### src/rtl/lha_pkg.sv
// Shared types and constants for the latency histogram accumulator.
// Used by lha_divider and latency_histogram_accumulator_core; no dependencies.
package lha_pkg;

  // Storage defaults
  localparam int unsigned MAX_BINS = 64;

  // Field widths fixed by the transaction format
  localparam int unsigned TIME_W   = 63;
  localparam int unsigned COUNT_W  = 32;
  localparam int unsigned WIDTH_W  = 32;
  localparam int unsigned BINS_W   = 7;
  localparam int unsigned SEL_W    = 6;
  localparam int unsigned CFG_W    = 32;
  localparam int unsigned CFG_IDX_W = 1;

  // Register reset values
  localparam logic [WIDTH_W-1:0] BIN_WIDTH_RST = WIDTH_W'(1000000);
  localparam logic [BINS_W-1:0]  BINS_RST      = BINS_W'(1);

  // Serial divider: one quotient bit per step
  localparam int unsigned DIV_STEPS = TIME_W;
  localparam int unsigned DIV_CNT_W = $clog2(DIV_STEPS);

  // Configuration register indexes
  localparam logic [CFG_IDX_W-1:0] CFG_BIN_WIDTH = 1'b0;
  localparam logic [CFG_IDX_W-1:0] CFG_BINS_USED = 1'b1;

  // Result status codes
  localparam logic STATUS_OK     = 1'b0;
  localparam logic STATUS_REJECT = 1'b1;

  typedef enum logic [1:0] {
    CMD_ADD   = 2'd0,
    CMD_READ  = 2'd1,
    CMD_CLEAR = 2'd2,
    CMD_NONE  = 2'd3
  } cmd_e;

  typedef enum logic [3:0] {
    ST_CLEAR,
    ST_IDLE,
    ST_ELAPSED,
    ST_TOTAL,
    ST_DIVIDE,
    ST_CLAMP,
    ST_READ,
    ST_UPDATE,
    ST_RESPOND
  } state_e;

  typedef struct packed {
    logic [1:0]        command;
    logic [TIME_W-1:0] start_usec;
    logic [TIME_W-1:0] end_usec;
    logic [SEL_W-1:0]  bin_select;
  } in_item_t;

  typedef struct packed {
    logic               status;
    logic [SEL_W-1:0]   bin_index;
    logic [COUNT_W-1:0] bin_count;
    logic [TIME_W-1:0]  total_usec;
  } out_item_t;

endpackage

### src/rtl/lha_divider.sv
// Restoring serial divider: 63-bit dividend by 32-bit divisor, one bit a cycle.
// Depends on lha_pkg for widths and step count.
module lha_divider (
  input  logic                         clk_i,
  input  logic                         rst_ni,
  input  logic                         start_i,
  input  logic [lha_pkg::TIME_W-1:0]   dividend_i,
  input  logic [lha_pkg::WIDTH_W-1:0]  divisor_i,
  output logic                         done_o,
  output logic [lha_pkg::TIME_W-1:0]   quotient_o
);

  logic [lha_pkg::TIME_W-1:0]    quo_q, quo_d;
  logic [lha_pkg::WIDTH_W-1:0]   rem_q, rem_d;
  logic [lha_pkg::WIDTH_W-1:0]   dvs_q, dvs_d;
  logic [lha_pkg::DIV_CNT_W-1:0] cnt_q, cnt_d;
  logic                          busy_q, busy_d;
  logic                          done_q, done_d;

  logic [lha_pkg::WIDTH_W:0] shifted;
  logic [lha_pkg::WIDTH_W:0] diff;
  logic                      fits;

  // One restoring step: shift in the next dividend bit, subtract if it fits
  always_comb begin
    shifted = {rem_q, quo_q[lha_pkg::TIME_W-1]};
    diff    = shifted - {1'b0, dvs_q};
    fits    = (shifted >= {1'b0, dvs_q});
    quo_d   = quo_q;
    rem_d   = rem_q;
    dvs_d   = dvs_q;
    cnt_d   = cnt_q;
    busy_d  = busy_q;
    done_d  = 1'b0;
    if (start_i) begin
      quo_d  = dividend_i;
      rem_d  = '0;
      dvs_d  = divisor_i;
      cnt_d  = '0;
      busy_d = 1'b1;
    end else if (busy_q) begin
      quo_d = {quo_q[lha_pkg::TIME_W-2:0], fits};
      rem_d = fits ? diff[lha_pkg::WIDTH_W-1:0] : shifted[lha_pkg::WIDTH_W-1:0];
      cnt_d = cnt_q + 1'b1;
      if (cnt_q == lha_pkg::DIV_CNT_W'(lha_pkg::DIV_STEPS - 1)) begin
        busy_d = 1'b0;
        done_d = 1'b1;
      end
    end
  end

  // Control state
  always_ff @(posedge clk_i or negedge rst_ni) begin
    if (!rst_ni) begin
      busy_q <= 1'b0;
      done_q <= 1'b0;
      cnt_q  <= '0;
    end else begin
      busy_q <= busy_d;
      done_q <= done_d;
      cnt_q  <= cnt_d;
    end
  end

  // Operand and partial result registers
  always_ff @(posedge clk_i) begin
    quo_q <= quo_d;
    rem_q <= rem_d;
    dvs_q <= dvs_d;
  end

  assign done_o     = done_q;
  assign quotient_o = quo_q;

endmodule

### src/rtl/latency_histogram_accumulator_core.sv
// Latency histogram accumulator: top level with sequencer, bin memory and totals.
// Depends on lha_pkg and lha_divider.
// Usage:
// - Input channel (in_valid_i / in_stall_o / in_data_i) carries one command
//   transaction: add sample, read bin, clear all, or an ignored code.
// - Output channel (out_valid_o / out_stall_i / out_data_o) returns exactly one
//   result transaction per command, in order.
// - Configuration (cfg_we_i / cfg_index_i / cfg_data_i) sets the bin width and
//   the number of bins in use; write it only while no command is in flight.
// - One command is processed at a time; in_stall_o stays high until its result
//   reaches the output register, so a new sample waits for the previous one.
// - States after acceptance, each path ending in RESPOND: add ELAPSED, TOTAL,
//   serial divider (63 steps, one quotient bit per cycle), CLAMP, READ, UPDATE;
//   rejected add ELAPSED; read READ (one registered memory read), UPDATE; clear
//   zeroes one entry per cycle; ignored code or out-of-store read: none.
// - After reset the block sweeps the bin memory, zeroing every entry, before it
//   takes its first command; configuration writes are taken during the sweep.
// - The result sits in an output register; a stalled result holds there and the
//   next command may be accepted, but its result waits until the slot frees.
module latency_histogram_accumulator_core #(
  parameter int unsigned MaxBins = lha_pkg::MAX_BINS
) (
  input  logic                           clk_i,
  input  logic                           rst_ni,
  input  logic                           in_valid_i,
  output logic                           in_stall_o,
  input  lha_pkg::in_item_t              in_data_i,
  output logic                           out_valid_o,
  input  logic                           out_stall_i,
  output lha_pkg::out_item_t             out_data_o,
  input  logic                           cfg_we_i,
  input  logic [lha_pkg::CFG_IDX_W-1:0]  cfg_index_i,
  input  logic [lha_pkg::CFG_W-1:0]      cfg_data_i
);

  localparam int unsigned AddrW = (MaxBins > 1) ? $clog2(MaxBins) : 1;

  lha_pkg::state_e state_q, state_d;

  // Configuration registers
  logic [lha_pkg::WIDTH_W-1:0] bin_width_q;
  logic [lha_pkg::BINS_W-1:0]  bins_used_q;

  // Command and working registers
  lha_pkg::cmd_e               cmd_q, cmd_d;
  logic [lha_pkg::TIME_W-1:0]  start_q, start_d;
  logic [lha_pkg::TIME_W-1:0]  end_q, end_d;
  logic [lha_pkg::TIME_W-1:0]  elapsed_q, elapsed_d;
  logic [lha_pkg::TIME_W-1:0]  total_q, total_d;
  logic [AddrW-1:0]            addr_q, addr_d;
  logic [AddrW-1:0]            clr_cnt_q, clr_cnt_d;
  logic                        clr_reply_q, clr_reply_d;
  lha_pkg::out_item_t          res_q, res_d;
  lha_pkg::out_item_t          out_q, out_d;
  logic                        out_valid_q, out_valid_d;

  // Bin memory
  logic [lha_pkg::COUNT_W-1:0] mem [MaxBins];
  logic [lha_pkg::COUNT_W-1:0] rd_q;
  logic                        mem_we;
  logic [AddrW-1:0]            mem_waddr;
  logic [lha_pkg::COUNT_W-1:0] mem_wdata;

  // Divider hookup
  logic                        div_start;
  logic                        div_done;
  logic [lha_pkg::TIME_W-1:0]  div_quo;

  // Misc combinational values
  logic                        in_accept;
  logic                        out_free;
  logic [lha_pkg::TIME_W:0]    diff;
  logic [lha_pkg::TIME_W:0]    sum;
  logic [31:0]                 eff_bins;
  logic [AddrW-1:0]            last_bin;
  logic [31:0]                 sel_ext;
  logic                        sel_in_range;
  logic [lha_pkg::COUNT_W-1:0] bumped;

  assign in_accept = in_valid_i && (state_q == lha_pkg::ST_IDLE);
  assign out_free  = !out_valid_q || !out_stall_i;

  lha_divider u_div (
    .clk_i      (clk_i),
    .rst_ni     (rst_ni),
    .start_i    (div_start),
    .dividend_i (elapsed_q),
    .divisor_i  (bin_width_q),
    .done_o     (div_done),
    .quotient_o (div_quo)
  );

  // Write configuration registers
  always_ff @(posedge clk_i or negedge rst_ni) begin
    if (!rst_ni) begin
      bin_width_q <= lha_pkg::BIN_WIDTH_RST;
      bins_used_q <= lha_pkg::BINS_RST;
    end else if (cfg_we_i) begin
      case (cfg_index_i)
        lha_pkg::CFG_BIN_WIDTH: bin_width_q <= cfg_data_i[lha_pkg::WIDTH_W-1:0];
        lha_pkg::CFG_BINS_USED: bins_used_q <= cfg_data_i[lha_pkg::BINS_W-1:0];
        default: ;
      endcase
    end
  end

  // Effective last bin: zero bins count as one, clamp to the memory depth
  always_comb begin
    if (bins_used_q == '0) begin
      eff_bins = 32'd1;
    end else if (32'(bins_used_q) > 32'(MaxBins)) begin
      eff_bins = 32'(MaxBins);
    end else begin
      eff_bins = 32'(bins_used_q);
    end
    last_bin = AddrW'(eff_bins - 32'd1);
  end

  assign sel_ext      = 32'(in_data_i.bin_select);
  assign sel_in_range = (sel_ext < 32'(MaxBins));
  assign diff         = {1'b0, end_q} - {1'b0, start_q};
  assign sum          = {1'b0, total_q} + {1'b0, elapsed_q};
  assign bumped       = (rd_q == '1) ? rd_q : rd_q + 1'b1;

  // Next state
  always_comb begin
    state_d = state_q;
    case (state_q)
      lha_pkg::ST_CLEAR: begin
        if (clr_cnt_q == AddrW'(MaxBins - 1)) begin
          state_d = clr_reply_q ? lha_pkg::ST_RESPOND : lha_pkg::ST_IDLE;
        end
      end
      lha_pkg::ST_IDLE: begin
        if (in_accept) begin
          case (lha_pkg::cmd_e'(in_data_i.command))
            lha_pkg::CMD_ADD:   state_d = lha_pkg::ST_ELAPSED;
            lha_pkg::CMD_READ:  state_d = sel_in_range ? lha_pkg::ST_READ
                                                       : lha_pkg::ST_RESPOND;
            lha_pkg::CMD_CLEAR: state_d = lha_pkg::ST_CLEAR;
            default:            state_d = lha_pkg::ST_RESPOND;
          endcase
        end
      end
      lha_pkg::ST_ELAPSED: begin
        state_d = diff[lha_pkg::TIME_W] ? lha_pkg::ST_RESPOND : lha_pkg::ST_TOTAL;
      end
      lha_pkg::ST_TOTAL:   state_d = lha_pkg::ST_DIVIDE;
      lha_pkg::ST_DIVIDE: begin
        if (div_done) begin
          state_d = lha_pkg::ST_CLAMP;
        end
      end
      lha_pkg::ST_CLAMP:   state_d = lha_pkg::ST_READ;
      lha_pkg::ST_READ:    state_d = lha_pkg::ST_UPDATE;
      lha_pkg::ST_UPDATE:  state_d = lha_pkg::ST_RESPOND;
      lha_pkg::ST_RESPOND: begin
        if (out_free) begin
          state_d = lha_pkg::ST_IDLE;
        end
      end
      default:             state_d = lha_pkg::ST_IDLE;
    endcase
  end

  // Datapath and memory control
  always_comb begin
    cmd_d       = cmd_q;
    start_d     = start_q;
    end_d       = end_q;
    elapsed_d   = elapsed_q;
    total_d     = total_q;
    addr_d      = addr_q;
    clr_cnt_d   = clr_cnt_q;
    clr_reply_d = clr_reply_q;
    res_d       = res_q;
    out_d       = out_q;
    out_valid_d = out_valid_q && out_stall_i;
    mem_we      = 1'b0;
    mem_waddr   = addr_q;
    mem_wdata   = bumped;
    div_start   = 1'b0;
    case (state_q)
      lha_pkg::ST_CLEAR: begin
        // Zero one entry per cycle
        mem_we    = 1'b1;
        mem_waddr = clr_cnt_q;
        mem_wdata = '0;
        clr_cnt_d = clr_cnt_q + 1'b1;
      end
      lha_pkg::ST_IDLE: begin
        if (in_accept) begin
          cmd_d             = lha_pkg::cmd_e'(in_data_i.command);
          start_d           = in_data_i.start_usec;
          end_d             = in_data_i.end_usec;
          addr_d            = AddrW'(sel_ext);
          res_d.status      = lha_pkg::STATUS_OK;
          res_d.bin_index   = '0;
          res_d.bin_count   = '0;
          res_d.total_usec  = total_q;
          case (lha_pkg::cmd_e'(in_data_i.command))
            lha_pkg::CMD_READ: begin
              res_d.bin_index = in_data_i.bin_select;
            end
            lha_pkg::CMD_CLEAR: begin
              total_d          = '0;
              res_d.total_usec = '0;
              clr_cnt_d        = '0;
              clr_reply_d      = 1'b1;
            end
            default: ;
          endcase
        end
      end
      lha_pkg::ST_ELAPSED: begin
        // Reject when end precedes start
        elapsed_d = diff[lha_pkg::TIME_W-1:0];
        if (diff[lha_pkg::TIME_W]) begin
          res_d.status = lha_pkg::STATUS_REJECT;
        end
      end
      lha_pkg::ST_TOTAL: begin
        // Saturating running total, then launch the division
        total_d   = sum[lha_pkg::TIME_W] ? '1 : sum[lha_pkg::TIME_W-1:0];
        div_start = 1'b1;
      end
      lha_pkg::ST_CLAMP: begin
        addr_d = (div_quo > lha_pkg::TIME_W'(last_bin)) ? last_bin : AddrW'(div_quo);
      end
      lha_pkg::ST_UPDATE: begin
        if (cmd_q == lha_pkg::CMD_ADD) begin
          mem_we           = 1'b1;
          res_d.bin_index  = lha_pkg::SEL_W'(addr_q);
          res_d.bin_count  = bumped;
          res_d.total_usec = total_q;
        end else begin
          res_d.bin_count  = rd_q;
        end
      end
      lha_pkg::ST_RESPOND: begin
        if (out_free) begin
          out_d       = res_q;
          out_valid_d = 1'b1;
        end
      end
      default: ;
    endcase
  end

  // Control registers
  always_ff @(posedge clk_i or negedge rst_ni) begin
    if (!rst_ni) begin
      state_q     <= lha_pkg::ST_CLEAR;
      clr_cnt_q   <= '0;
      clr_reply_q <= 1'b0;
      out_valid_q <= 1'b0;
      total_q     <= '0;
      cmd_q       <= lha_pkg::CMD_NONE;
    end else begin
      state_q     <= state_d;
      clr_cnt_q   <= clr_cnt_d;
      clr_reply_q <= (state_q == lha_pkg::ST_CLEAR && state_d != lha_pkg::ST_CLEAR)
                     ? 1'b0 : clr_reply_d;
      out_valid_q <= out_valid_d;
      total_q     <= total_d;
      cmd_q       <= cmd_d;
    end
  end

  // Payload registers
  always_ff @(posedge clk_i) begin
    start_q   <= start_d;
    end_q     <= end_d;
    elapsed_q <= elapsed_d;
    addr_q    <= addr_d;
    res_q     <= res_d;
    out_q     <= out_d;
  end

  // Bin memory: one write port, one registered read port
  always_ff @(posedge clk_i) begin
    if (mem_we) begin
      mem[mem_waddr] <= mem_wdata;
    end
    rd_q <= mem[addr_q];
  end

  assign in_stall_o  = (state_q != lha_pkg::ST_IDLE);
  assign out_valid_o = out_valid_q;
  assign out_data_o  = out_q;

endmodule

### config.mk
export PLATFORM = sky130hd
export DESIGN_NAME = latency_histogram_accumulator_core
export DESIGN_NICKNAME = d
export VERILOG_FILES = /design/src/rtl/lha_pkg.sv /design/src/rtl/lha_divider.sv /design/src/rtl/latency_histogram_accumulator_core.sv
export SDC_FILE = /design/constraint.sdc
export NUM_CORES = 2
export LEC_CHECK = 0
export BUFFER_PORTS_ARGS = -buffer_cell sky130_fd_sc_hd__buf_4
export CAP_MARGIN = 20
export CORE_MARGIN = 4
export CORE_UTILIZATION = 41
export CTS_CLUSTER_SIZE = 40
export DETAILED_ROUTE_END_ITERATION = 16
export PLACE_DENSITY = 0.65
export SETUP_SLACK_MARGIN = 0.05
export SLEW_MARGIN = 20
export SYNTH_ARGS = -nofsm -noshare
export SYNTH_HDL_FRONTEND = slang
export SYNTH_HIERARCHICAL = 1
export SYNTH_SLANG_ARGS = --single-unit
### constraint.sdc
create_clock -name clk_i -period 9.55 [get_ports clk_i]
set_clock_uncertainty 0.2 [all_clocks]
set_input_delay 2.3875 -clock clk_i [delete_from_list [all_inputs] [get_ports clk_i]]
set_output_delay 2.3875 -clock clk_i [all_outputs]
set_load 0.005 [all_outputs]
# --- After elaboration in Yosys (flattened, before gate mapping) ---
# Memory sizes are Yosys's and may differ from the RTL's. A register that Yosys moved wholly into a read port is not among the register bits.
# Cells that the tools add are included.
word_totals:
  reg_bits: 650
  ram_bits: 2048
  input_bits: 172
  out_inout_bits: 104
  word_cells: 142
  n_memories: 1
memory_table:
  columns: ["name", "depth", "word_bits", "rd", "rd_clocked_by_memory_dff", "write_ports", "line", "rtl"]
  rows:
  - ["mem", 64, 32, 1, 1, 1, "latency_histogram_accumulator_core.sv:58", "logic [lha_pkg::COUNT_W-1:0] mem [MaxBins];"]
classes:
  add_sub_neg: 7
  magnitude_cmp: 4
  n_eq_ne: 18
  n_mux: 54
  n_bitwise: 1
  n_reduce_logical: 31
op_table:
  columns: ["cell", "n"]
  rows:
  - ["two-way mux 63 bit", 6]
  - ["case mux 101 bit (2 select lines)", 1]
  - ["two-way mux 32 bit", 4]
  - ["case mux 63 bit (2 select lines)", 1]
  - ["two-way mux 102 bit", 1]
  - ["two-way mux 6 bit", 11]
  - ["adder 63 x 63 -> 64 bit", 1]
  - ["subtractor 63 x 63 -> 64 bit", 1]
  - ["greater-than comparator 63 x 6 -> 1 bit", 1]
  - ["case mux 4 bit (9 select lines)", 1]
  - [">= comparator 33 x 32 -> 1 bit", 1]
  - ["adder 32 x 1 -> 32 bit, second input constant", 1]
  - ["equality test 32 bit, second input constant", 1]
  - ["subtractor 32 bit", 1]
  - ["two-way mux 4 bit", 7]
  - ["case mux 6 bit (2 select lines)", 2]
  - ["nonzero test 2 bit", 9]
  - ["two-way mux 1 bit", 17]
  - ["equality test 4 x 3 -> 1 bit, second input constant", 4]
  - ["AND reduction 2 bit", 7]
  - ["adder 6 x 1 -> 6 bit, second input constant", 2]
  - ["equality test 6 bit, second input constant", 2]
  - ["case mux 4 bit (3 select lines)", 1]
  - ["AND reduction 3 bit", 4]
  - ["other kinds (20)", 28]

# --- Depth between registers and ports, before layout ---
logic_depth:
  word_depth: 9
  mapped_depth: 16

# --- By module ---
# The synthesis kept the hierarchy.
by_module_without_submodules:
  columns: ["module", "n_inst", "cells_per_inst", "area_each_um2", "seq_area_each_um2"]
  rows:
  - ["latency_histogram_accumulator_core", 1, 5465, 105467.4, 77036.4]
  - ["lha_divider", 1, 629, 7174.4, 3693.5]

# --- Worst setup path after synthesis ---
# OpenSTA, ideal clock, no wires.
synth_path:
  path_type: "input to register"
  start: "input out_stall_i"
  end: "register out_q, in the netlist out_data_o[0], enable pin"
  setup_time_ns: 0.596
  arrival_time_ns: 7.203
  t_required_ns: 8.754
  slack_ns: 1.551
  stages: 1
  path_buffers: 0
  path_cell_list: "a21oi_1"
synth_between:
  elab_chain_cells: 3
synth_rtl:
  columns: ["item", "line", "rtl"]
  rows:
  - ["start, declared", "latency_histogram_accumulator_core.sv:29", "input logic out_stall_i,"]
  - ["logical NOT 1 bit", "latency_histogram_accumulator_core.sv:81", "assign out_free = !out_valid_q || !out_stall_i;"]
  - ["logical OR 1 bit", "latency_histogram_accumulator_core.sv:81", null]
  - ["AND reduction 2 bit (no source line)", null, null]
  - ["end signal, assigned", "latency_histogram_accumulator_core.sv:277", "out_q <= out_d;"]
  - ["end, declared", "latency_histogram_accumulator_core.sv:54", "lha_pkg::out_item_t out_q, out_d;"]
# Every way passes these cells.
# A chain may end at the register's enable or synchronous reset.

# --- Worst setup path in the final report ---
layout_path:
  start: "register state_q[0]"
  end: "memory mem[61][29] in the netlist's numbering, enable pin"
layout_between:
  elab_chain_cells: 4
layout_rtl:
  columns: ["item", "line", "rtl"]
  rows:
  - ["start, declared", "latency_histogram_accumulator_core.sv:38", "lha_pkg::state_e state_q, state_d;"]
  - ["start signal, assigned", "latency_histogram_accumulator_core.sv:253", "state_q <= lha_pkg::ST_CLEAR;"]
  - ["start signal, assigned", "latency_histogram_accumulator_core.sv:260", "state_q <= state_d;"]
  - ["equality test 4 x 3 -> 1 bit / logical NOT 4 bit (equally long branches)", "latency_histogram_accumulator_core.sv:183", "case (state_q)"]
  - ["case mux 1 bit (2 select lines)", "latency_histogram_accumulator_core.sv:183", null]
  - ["two-way mux 1 bit", "latency_histogram_accumulator_core.sv:282", "if (mem_we) begin"]
  - ["two-way mux 1 bit (not written as such)", "latency_histogram_accumulator_core.sv:283", "mem[mem_waddr] <= mem_wdata;"]
  - ["end, declared", "latency_histogram_accumulator_core.sv:58", null]
# Several ways; a longest one is shown, not always the timed one.

==> impl_metrics.json <==
{
  "rows": 192,
  "yosys_warnings": 6,
  "synthCells": 6094,
  "worstHoldStart": "res_q[17]",
  "synthDistinctLibCells": 85,
  "swShare_pct": 30.0,
  "tritoncts": "done",
  "setup_viol": 0,
  "timing.rr.end": "mem[61][29]",
  "synth-edff-count": 2542,
  "timing.slew.headroom_pct": 22.6,
  "hpwl_mm": 176,
  "grt_first_pass_wirelength_mm": 423,
  "nets": 6863,
  "outcome": "completed",
  "pwr-share-clk_pct": 29.8,
  "initial_core_util_pct": 41.2,
  "drive_gt1_share_pct": 25.9,
  "drt-pass1-iter-count": 6,
  "ys_seq_area_share_pct": 71.7,
  "crit_type": "reg2reg",
  "power.share.sequential_pct": 46.0,
  "reg2reg_depth": 7,
  "grt_pass1_vias": 60000,
  "holdBufCountCts": 0,
  "die_area_mm2": 0.283,
  "cp.arrival_ns": 5.77,
  "syn_area_mm2": 0.113,
  "synth_fp_nets": 6438,
  "cell_internal_pwr_mw": 25.4,
  "wl_per_cell_um": 28.2,
  "r2r_slack_ns": 4.08,
  "clockRootBuffer": "clkbuf_16",
  "synth-main-ff-cell": "edfxtp_1",
  "die_x_um": 532,
  "drv_slew": 0,
  "cp-start-kind": "register",
  "postSynthAreaPerCell_um2": 18.5,
  "cellLeakagePower_nw": 43.4,
  "vias_per_cell": 5.86,
  "worstMarginPinSlew_ns": 1.16,
  "routed-via-count": 60700,
  "postCtsResizedCells": 0,
  "required_ns": 9.85,
  "rsz0062_at_grt": "false",
  "total_power_mw": 36.3,
  "cap_viol_max_count": 0,
  "period_share_pct": 57.2,
  "syn_to_final_growth_pct": 14.8,
  "io_buffer_count": 275,
  "overflow": 0,
  "path_clk_slew_ns": 0.06,
  "io_pins": 276,
  "holdPathStages": 0,
  "drtIter0Drc": 7103,
  "power_density_mw_per_mm2": 281,
  "min_path_type": "reg2reg",
  "gp_congestion": 0.882,
  "fillers": 22500,
  "regArea_mm2": 0.0807,
  "multi_input_area_mm2": 0.0311,
  "finalWirelength_mm": 292,
  "period_needed_ns": 5.47,
  "crit_fanout": 43,
  "fin_setup_tns_ns": 0,
  "ys_ff_latch": 2730,
  "ant_nets": 0,
  "clockBufferDepth": 4,
  "htree_levels": 5,
  "final_hold_viol_count": 0,
  "grt_usage_pct": 20.2,
  "cts_setup_buffers": 0,
  "combPwrFrac_pct": 24.1,
  "core_area_mm2": 0.274,
  "synthArstFlopShare_pct": 4.54,
  "end_kind": "register",
  "numCtsBuffers": 292,
  "fmax_mhz": 183,
  "drc": 0,
  "grt_max_degree": 142,
  "grt_antenna_before_repair": 36,
  "clock_latency_ns": 0.86,
  "reg2reg_from": "state_q[0]",
  "cts_sinks": 2730,
  "hold_end": "out_data_o[17]",
  "die_y_um": 532,
  "p_switching_mw": 10.9,
  "vdd_ir_drop_max_v": 0.000267
}
[cell usage after synthesis, types with 26 or more instances]
library cell	count	area share, %
nor4_1	27	0.15
nor2_1	248	0.83
nor2b_1	26	0.14
nand2_1	306	1.0
and3_1	27	0.15
a21oi_1	237	1.1
o21ai_0	119	0.53
nor3_1	28	0.12
mux2_2	108	1.1
nand4_1	56	0.31
o21bai_1	38	0.25
o21a_1	30	0.20
inv_1	150	0.50
and2_1	72	0.40
dfrtp_1	114	2.5
xor2_1	79	0.61
xnor2_1	107	0.83
mux4_2	672	13
clkbuf_1	229	0.76
a31oi_1	32	0.18
nand3_1	87	0.39
buf_1	50	0.17
ha_1	169	1.9
dfxtp_1	64	1.1
edfxtp_1	2542	68
or3_1	34	0.19
a21o_1	134	0.89
[critical path: stages, from the launching register on]
cell and delay [ns]:
dfrtp_1 0.56, nor4_2 1.03, buf_4 0.94, nand2_1 0.22, o21ai_0 0.25, nand2_1 0.55
nor2_4 0.89, buf_4 0.47
[cell usage in the layout (no fill, tap or decap), types with 18 or more instances in the layout]
master        n
nor3_1       28
nor4_1       26
nor2_4       88
xnor2_1     107
mux2i_1      21
o211ai_1     19
o21ai_0     118
o21a_1       30
xor2_1       79
clkbuf_1     70
or3_1        34
and3_1       27
dfxtp_1      64
clkbuf_16   295
clkinv_2     42
buf_4       406
mux2_2      108
dfrtp_1     114
a31oi_1      30
nor2_1      159
a22o_1       21
ha_1        169
a211oi_1     25
nand2_1     304
nand2b_1     18
and2_1       72
inv_1       148
o21bai_1     38
nand3_1      86
mux4_2      672
nand4_1      56
edfxtp_1   2542
clkinv_1     50
bufinv_16    20
a21o_1      134
a21oi_1     227
nor2b_1      25
[cells by family (layout without fill, tap and decap cells)]
family / count (synthesis) / after routing / share of synthesized area (%)
multiplexers: 801 / 801 / 14.7
XOR/XNOR: 186 / 186 / 1.45
adder cells (fa/ha/maj): 172 / 172 / 1.93
other: 0 / 16 / 0
AND/OR/NAND/NOR: 969 / 969 / 4.09
AO/OA/AOI/OAI: 796 / 796 / 4.66
flip-flops: 2730 / 2730 / 71.7
buffers and inverters: 440 / 1090 / 1.50
[per-layer routing]
layer  routed length, um  vias up  global-route usage, %  share of wire [%]
li1                    -    25500                      -                  -
met1              118000    31800                   28.5                 40
met2              139000     2919                   32.1                 48
met3               25200      487                   3.64                8.6
met4                9350        2                   6.34                3.2
met5                  10        -                      0             0.0034
[stage by stage]
step | utilization [%] | hold WS (ns) | instance area [um^2] | setup WS [ns] | cells
after floorplan | - | 0.200 | 113000 | 1.55 | 6094
after global placement | 43.9 | 0.204 | 120000 | 4.27 | 9808
after detailed placement | 43.9 | 0.205 | 120000 | 4.13 | 9813
after CTS | 47.2 | 0.213 | 129000 | 4.19 | 10300
after global routing | 47.3 | 0.220 | 129000 | 3.91 | 10300
final | 47.3 | 0.210 | 129000 | 4.08 | 10300
[layout make-up]
cell class | count | share of cell area, %
Inverter | 151 | 0.446
Clock buffer | 377 | 6.04
Sequential cell | 2730 | 62.4
Tap cell | 3589 | 3.47
Clock inverter | 142 | 0.998
Timing Repair Buffer | 420 | 2.59
Multi-Input combinational cell | 2924 | 24.0
Antenna cell | 16 | 0.0310
[worst max-delay path by stage]
stage	startpoint	end	slack (ns)	cells past startpoint
finish	state_q[0]	mem[61][29]	4.08	7
global route	state_q[0]	mem[61][25]	3.91	7
CTS	state_q[0]	mem[61][24]	4.19	7
detailed placement	state_q[0]	mem[61][27]	4.13	7
global placement	state_q[0]	mem[61][27]	4.27	7
floorplan	out_stall_i	out_data_o[0]	1.55	1
[flip-flops by register name (all words and copies together), names as in the netlist, 4 cells and up]
signal            flops
state_q               4
rd_q                 32
addr_q                6
u_div/quotient_o     63
bins_used_q           7
start_q              63
u_div/cnt_q           6
res_q               102
u_div/dvs_q          32
mem                2048
end_q                63
u_div/rem_q          32
total_q              63
out_data_o          102
elapsed_q            63
bin_width_q          32
clr_cnt_q             6
[power by group through the flow]
stage	logic (mW)	clock network, mW	registers (mW)
floorplan	5.40	0	16.8
global placement	8.40	0	16.9
detailed placement	8.70	0	17.0
CTS	8.72	11.0	16.7
global route	9.40	11.6	16.8
finish	8.76	10.8	16.7
No activity file was read; power rests on OpenSTA's default activity.
